File: src/design/lpkt_ram.sv
// generic simple dual port ram with registered read
`default_nettype none

module lpkt_ram #(
  parameter int unsigned WIDTH = 8,
  parameter int unsigned DEPTH = 16
) (
  input  wire logic                     clk_i,
  input  wire logic                     we_i,
  input  wire logic [$clog2(DEPTH)-1:0] waddr_i,
  input  wire logic [WIDTH-1:0]         wdata_i,
  input  wire logic                     re_i,
  input  wire logic [$clog2(DEPTH)-1:0] raddr_i,
  output logic      [WIDTH-1:0]         rdata_o
);

  logic [WIDTH-1:0] mem_q [DEPTH];

  always_ff @(posedge clk_i) begin
    if (we_i) begin
      mem_q[waddr_i] <= wdata_i;
    end
    if (re_i) begin
      rdata_o <= mem_q[raddr_i];
    end
  end

endmodule

`default_nettype wire

File: config.mk
export PLATFORM = sky130hd
export DESIGN_NAME = lpkt_ram
export DESIGN_NICKNAME = d
export VERILOG_FILES = /design/src/design/lpkt_ram.sv
export SDC_FILE = /design/constraint.sdc
export NUM_CORES = 1
export LEC_CHECK = 0
export ABC_CLOCK_PERIOD_IN_PS = 2450
export BUFFER_PORTS_ARGS = -buffer_cell sky130_fd_sc_hd__buf_2
export CORE_MARGIN = 5
export CORE_UTILIZATION = 55
export DETAILED_ROUTE_END_ITERATION = 7
export PLACE_DENSITY = 0.73
export RECOVER_POWER = 100
export REMOVE_ABC_BUFFERS = 1
export SYNTH_ARGS = -nofsm -noshare
export SYNTH_HDL_FRONTEND = slang
export SYNTH_SLANG_ARGS = --single-unit
File: constraint.sdc
create_clock -name clk_i -period 2.45 [get_ports clk_i]
set_input_delay 0.735 -clock clk_i [delete_from_list [all_inputs] [get_ports clk_i]]
set_output_delay 0.735 -clock clk_i [all_outputs]
set_load 0.05 [all_outputs]
After elaboration in Yosys (flattened, before gate mapping)
Memory sizes are Yosys's and may differ from the RTL's. A register that Yosys moved wholly into a read port is not among the register bits.
Cells that the tools add are included.
{"block": "totals", "ram_bits": 128, "memories": 1, "output_inout_bits": 8, "elab_cells": 3, "inputBits": 19, "regBits": 0}
{"memory": "mem_q", "depth": 16, "width": 8, "read_ports": 1, "rd_clocked_by_memory_dff": 1, "write_ports": 1, "line": "17", "source": "logic [WIDTH-1:0] mem_q [DEPTH];"}
{"block": "op_classes", "mux": 2}
{"operator": "1-bit two-way mux", "n": 2}

Depth between registers and ports, before layout
Gate-level depths: netlist of the first run.
{"block": "logic_depth", "ltp_word": 2, "depth_mapped": 5, "depth_no_buf": 3}

Least setup slack after synthesis of the first run
OpenSTA, ideal clock, no wires.
{"block": "synth_path", "path_type": "input to register", "start": "input waddr_i[2]", "end": "memory mem_q[0][0], enable pin", "setup_ns": 0.383, "slack_ns": 0.222, "cell_stages": 2, "n_path_buf": 0, "arrival_ns": 1.845, "required_time_ns": 2.067, "path_cell_list": "or3b_2 -> nor3_1"}
{"element": "start, declared", "line": "10", "source": "input wire logic [$clog2(DEPTH)-1:0] waddr_i,"}
{"element": "end, declared", "line": "17"}
No word-level cell before the write port.

Final worst setup path of the first run
{"block": "layout_path", "start": "register rdata_o[7], read port of mem_q", "end": "output rdata_o[7]"}
{"element": "start, declared", "line": "14", "source": "output logic [WIDTH-1:0] rdata_o"}
No word-level cell between the ends.

==> flow_metrics.py, run 1 <==
metrics = {
    "drt": {
        "avgRoutedWirePerCell_um": 22.6,
        "drt_wl_total_um": 9650,
        "drt_iter0_markers": 201,
        "drc_errors": 0,
        "drtPass1Iterations": 5,
        "final_antenna_net_count": 0,
        "dr_total_vias": 2468,
        "avgViaCountPerCell": 5.77,
    },
    "sta": {
        "period_minus_slack_ns": 2.10,
        "period_share": 0.859,
        "slew_headroom": 0.554,
        "clock_skew_ns": 0.00557,
        "worst_slack_ns": 0.346,
        "hold_viol_final": 0,
        "fin_setup_tns_ns": 0,
        "grt_setup_unrepaired": "false",
        "setup_viol": 0,
        "drv_slew": 0,
        "tightest_slew_ns": 0.669,
        "timing.fmax_mhz": 475,
    },
    "synth": {
        "ys_ff_latch": 136,
        "seq_area_frac_synth": 0.781,
        "synthesis.area_um2": 5230,
        "synthesis.instances": 229,
        "ys_types": 18,
        "ys_warn_count": 0,
        "synth.avg_cell_area_um2": 22.8,
    },
    "clock_network": {
        "cts_setup_buffers": 0,
        "cts_resized": 0,
        "cts_tree": "done",
        "clk_pin_slew_ns": 0.06,
        "ctsHoldBuffers": 0,
        "htree_num_levels": 4,
        "root_buffer": "clkbuf_8",
        "cts_sinks": 136,
        "clk_path_buf_depth": 2,
        "clk_latency_ns": 0.50,
        "cts_inserted_buffers": 17,
    },
    "power_and_ir_drop": {
        "p_clk_frac": 0.472,
        "p_seq_frac": 0.480,
        "switching_share": 0.203,
        "peakVddDrop_mv": 0.558,
        "power_frac_comb": 0.049,
        "p_sw_w": 0.00112,
        "leakagePower_nw": 1.99,
        "internal_power_w": 0.00438,
        "cellPowerDensity_nw_per_um2": 892,
    },
    "global_routing": {
        "antenna_found_initial": 0,
        "grt_pass1_vias": 2638,
        "grt_max_degree": 24,
        "grt_usage": 0.185,
        "grt_pass1_wl_um": 15200,
        "grt_overflow": 0,
    },
    "setup_path": {
        "cp_num_cells": 1,
        "critPathLaunchType": "register",
        "required_ns": 1.71,
        "cp-end-kind": "output port",
        "path_max_fanout": 1,
        "path_cells": "clkbuf_1",
        "critPathBufInv": 1,
        "path_class": "register to output port",
        "critPathMaxStageDelay_ns": 0.51,
        "cp_slowest_cell": "clkbuf_1",
        "cp_data_arrival_time_ns": 1.37,
        "r2r_cells": 3,
        "crit_family": "buffers and inverters",
    },
    "cells_and_area": {
        "stdcell_area_um2": 6160,
        "area_delta_synth_final_pct": 17.9,
        "antenna_cells": 0,
        "nets": 305,
        "final_cell_mix": "edfxtp_1, clkbuf_1, mux4_2",
        "drive_gt1_frac": 0.201,
        "mostFrequentLayoutCell": "edfxtp_1",
    },
    "hold_path": {
        "hold_depth": 1,
        "hp-class": "primary input to register",
    },
    "placed_design": {
        "dpl.hpwl_um": 5990,
        "port_buffers": 26,
        "pre_cts_slack_ns": 0.100,
        "place_area_um2": 5640,
        "gp_congestion": 0.756,
    },
    "floorplanning": {
        "num_rows": 35,
        "die_h_um": 107,
        "die_area_um2": 11600,
        "initial_core_util": 0.566,
        "core_area_um2": 9240,
        "ios": 27,
        "die_w_um": 107,
    },
    "job": {
        "cap_violations": 0,
    },
    "run_status": {
        "status": "finished clean",
    },
}
-- cell usage after synthesis, drive strengths merged --
| library cell | count | area, µm² |
|---|---|---|
| nor2b | 1 | 6.26 |
| and2b | 1 | 7.51 |
| or3b | 1 | 8.76 |
| clkdlybuf4s25 | 3 | 30.0 |
| nand3b | 2 | 15.0 |
| nor3 | 4 | 20.0 |
| edfxtp | 136 | 4080 |
| mux4 | 32 | 773 |
| a22oi | 16 | 120 |
| buf | 7 | 56.3 |
| and2 | 1 | 6.26 |
| nand2 | 9 | 33.8 |
| nor2 | 13 | 48.8 |
| nand2b | 2 | 12.5 |
| nand3 | 1 | 5.00 |
-- per-stage QoR --
| step | power (W) | cells | hold WS, ns | utilization |
|---|---|---|---|---|
| floorplan | 0.00282 | 219 | 0.705 | - |
| global placement | 0.00296 | 396 | 0.730 | 0.610 |
| detailed placement | 0.00297 | 396 | 0.746 | 0.610 |
| CTS | 0.00555 | 428 | 0.597 | 0.677 |
| global route | 0.00567 | 428 | 0.738 | 0.667 |
| finish | 0.00550 | 428 | 0.743 | 0.667 |
-- kinds of logic after synthesis --
group           share of synthesized area
flops                               0.781
buf+inv                            0.0165
mux                                 0.148
simple gates                       0.0314
compound gates                     0.0230
-- power by group through the flow --
stage | Sequential [W] | Clock (W) | Combinational [W]
6_report | 0.00264 | 0.00259 | 0.000269
5_1_grt | 0.00264 | 0.00274 | 0.000293
4_1_cts | 0.00264 | 0.00263 | 0.000284
3_5_place_dp | 0.00268 | 0 | 0.000283
3_3_place_gp | 0.00268 | 0 | 0.000279
2_1_floorplan | 0.00272 | 0 | 0.000105
-- metal layers --
metal  vias to the layer above  wire length, µm  GRT usage
met5                         -                0          0
met2                        91             4810      0.292
met4                         0               55     0.0514
li1                       1094                -          -
met1                      1278             4100      0.260
met3                         5              686     0.0468
-- registers in the layout, indices dropped and copies added, names as in the netlist --
| signal | count |
|---|---|
| mem_q | 128 |
| rdata_o | 8 |
-- final timing paths --
| path | start | slack, ns | endpoint |
|---|---|---|---|
| min reg2reg | mem_q[11][1] | 0.76 | rdata_o[1] |
| min | re_i | 0.74 | rdata_o[5] |
| max reg2reg | mem_q[3][7] | 0.94 | rdata_o[7] |
| max | rdata_o[7] | 0.35 | rdata_o[7] |
-- layout make-up --
class,count,area (µm²)
Clock inverter,14,198
Tap cell,129,161
Sequential cell,136,4080
Clock buffer,18,418
Timing Repair Buffer,48,245
Multi-Input combinational cell,83,1060
Fill cell,613,3080
Note: power is estimated with default switching activity, not from simulation.
==> run 2: changes to the inputs <==
--- a/config.mk
+++ b/config.mk
@@ -7,11 +7,12 @@
 export LEC_CHECK = 0
 export ABC_CLOCK_PERIOD_IN_PS = 2450
 export BUFFER_PORTS_ARGS = -buffer_cell sky130_fd_sc_hd__buf_2
+export CORE_ASPECT_RATIO = 0.7
 export CORE_MARGIN = 5
 export CORE_UTILIZATION = 55
 export DETAILED_ROUTE_END_ITERATION = 7
+export MAX_ROUTING_LAYER = met4
 export PLACE_DENSITY = 0.73
-export RECOVER_POWER = 100
 export REMOVE_ABC_BUFFERS = 1
 export SYNTH_ARGS = -nofsm -noshare
 export SYNTH_HDL_FRONTEND = slang
==> flow_metrics.py, run 2 (synthesis results as in run 1) <==
metrics = {
    "run_status": {
        "status": "finished clean",
    },
    "power_and_ir_drop": {
        "p_sw_w": 0.00108,
        "peakVddDrop_mv": 0.684,
        "p_seq_frac": 0.471,
        "p_clk_frac": 0.479,
        "cellPowerDensity_nw_per_um2": 896,
        "total_power_w": 0.00560,
        "power_frac_comb": 0.050,
        "internal_power_w": 0.00452,
        "switching_share": 0.193,
        "leakagePower_nw": 2.14,
    },
    "setup_path": {
        "path_max_fanout": 24,
        "cp_data_arrival_time_ns": 2.09,
        "r2r-start": "mem_q[9][4]",
        "cp-end-kind": "register",
        "r2r_end": "rdata_o[4]",
        "path_class": "primary input to register",
        "r2r_cells": 3,
        "reg2reg_slack_ns": 0.94,
        "critPathLaunchType": "primary input",
        "required_ns": 2.60,
    },
    "placed_design": {
        "port_buffers": 26,
        "place_area_um2": 5620,
        "dpl.hpwl_um": 6230,
        "gp_congestion": 0.764,
    },
    "global_routing": {
        "grt_usage": 0.191,
        "grt_max_degree": 25,
        "grt_overflow": 0,
        "antenna_found_initial": 0,
        "grt_pass1_vias": 2600,
        "grt_pass1_wl_um": 15200,
    },
    "cells_and_area": {
        "mostFrequentLayoutCell": "edfxtp_1",
        "nets": 305,
        "fin_util": 0.681,
        "area_delta_synth_final_pct": 19.6,
        "largest_reg_flops": 128,
        "stdcell_area_um2": 6250,
        "final_cell_mix": "edfxtp_1, buf_2, buf_4",
        "regMostFlops": "mem_q",
        "antenna_cells": 0,
        "drive_gt1_frac": 0.328,
        "largestRegisters": "mem_q: 128 flops, rdata_o: 8 flops",
    },
    "floorplanning": {
        "die_area_um2": 11600,
        "num_rows": 29,
        "initial_core_util": 0.569,
        "die_h_um": 91.6,
        "core_area_um2": 9180,
        "ios": 27,
        "die_w_um": 127,
    },
    "hold_path": {
        "hold_start": "re_i",
        "hold_end": "rdata_o[0]",
        "hold_depth": 1,
        "hp-class": "primary input to register",
    },
    "drt": {
        "avgViaCountPerCell": 5.96,
        "drt_wl_total_um": 9970,
        "drtPass1Iterations": 4,
        "drt_iter0_markers": 177,
        "drc_errors": 0,
        "final_antenna_net_count": 0,
        "avgRoutedWirePerCell_um": 23.6,
        "dr_total_vias": 2523,
    },
    "sta": {
        "timing.fmax_mhz": 517,
        "drv_slew": 0,
        "hold_ws_ns": 0.707,
        "grt_setup_unrepaired": "false",
        "fin_setup_tns_ns": 0,
        "tightest_slew_ns": 0.386,
        "period_minus_slack_ns": 1.93,
        "setup_viol": 0,
        "hold_viol_final": 0,
        "period_share": 0.790,
        "clock_skew_ns": 0.0110,
        "slew_headroom": 0.742,
    },
    "clock_network": {
        "cts_resized": 0,
        "htree_num_levels": 4,
        "cts_setup_buffers": 0,
        "root_buffer": "clkbuf_16",
        "ctsHoldBuffers": 0,
        "clk_latency_ns": 0.41,
        "clk_pin_slew_ns": 0.05,
        "clk_path_buf_depth": 2,
        "cts_sinks": 136,
        "cts_tree": "done",
        "cts_inserted_buffers": 17,
    },
    "job": {
        "cap_violations": 0,
    },
}
[run 2: changes by cell type in the layout (fill, tap and decap cells not counted)]
| cell | before | now |
|---|---|---|
| clkbuf_1 | 39 | 0 |
| buf_2 | 4 | 26 |
| buf_4 | 3 | 20 |
| clkinv_2 | 1 | 6 |
| clkinvlp_4 | 5 | 2 |
| inv_6 | 2 | 0 |
| buf_12 | 3 | 2 |
| bufinv_16 | 4 | 5 |
| clkbuf_16 | 16 | 17 |
| clkbuf_8 | 1 | 0 |
| clkinv_1 | 0 | 1 |
| clkinv_4 | 2 | 1 |
[run 2: worst max-delay path by stage]
stage               start          end  slack (ns)  cells after the start
3_5_place_dp   raddr_i[0]   rdata_o[4]        0.11                      5
6_report       raddr_i[0]   rdata_o[4]        0.52                      5
5_1_grt        raddr_i[0]   rdata_o[4]        0.45                      5
4_1_cts        raddr_i[0]   rdata_o[4]        0.51                      5
2_1_floorplan  waddr_i[2]  mem_q[0][0]        0.22                      2
3_3_place_gp   raddr_i[0]   rdata_o[4]        0.14                      5
[run 2: power groups by stage]
stage          Sequential, W  Combinational, W  Clock [W]
6_report             0.00264          0.000278    0.00268
5_1_grt              0.00264          0.000297    0.00285
4_1_cts              0.00264          0.000281    0.00273
3_5_place_dp         0.00268          0.000277          0
3_3_place_gp         0.00268          0.000270          0
2_1_floorplan        0.00272          0.000105          0
[run 2: cell type report]
cell class	count	area (µm²)
repair buffers	48	320
multi-input cells	83	1060
flip-flops and latches	136	4080
fillers	580	2930
well taps	124	155
clock inverters	15	208
clock buffers	17	425
[run 2: metal layers]
| layer | share of wire | wire length (µm) | vias up | track usage |
|---|---|---|---|---|
| met4 | 0.014 | 142 | 0 | 0.0741 |
| met5 | 0 | 0 | - | - |
| met1 | 0.41 | 4060 | 1312 | 0.247 |
| li1 | - | - | 1096 | - |
| met2 | 0.50 | 4970 | 102 | 0.284 |
| met3 | 0.080 | 796 | 13 | 0.0622 |
[run 2: critical path, stage by stage]
cell and delay [ns]:
buf_2 0.15, buf_12 0.23, mux4_1 0.58, a22oi_1 0.28, nand2_1 0.09
[run 2: per-stage QoR]
| step | setup WS [ns] | std cells |
|---|---|---|
| floorplan | 0.222 | 219 |
| global placement | 0.143 | 391 |
| detailed placement | 0.115 | 391 |
| CTS | 0.514 | 423 |
| global route | 0.447 | 423 |
| finish | 0.515 | 423 |
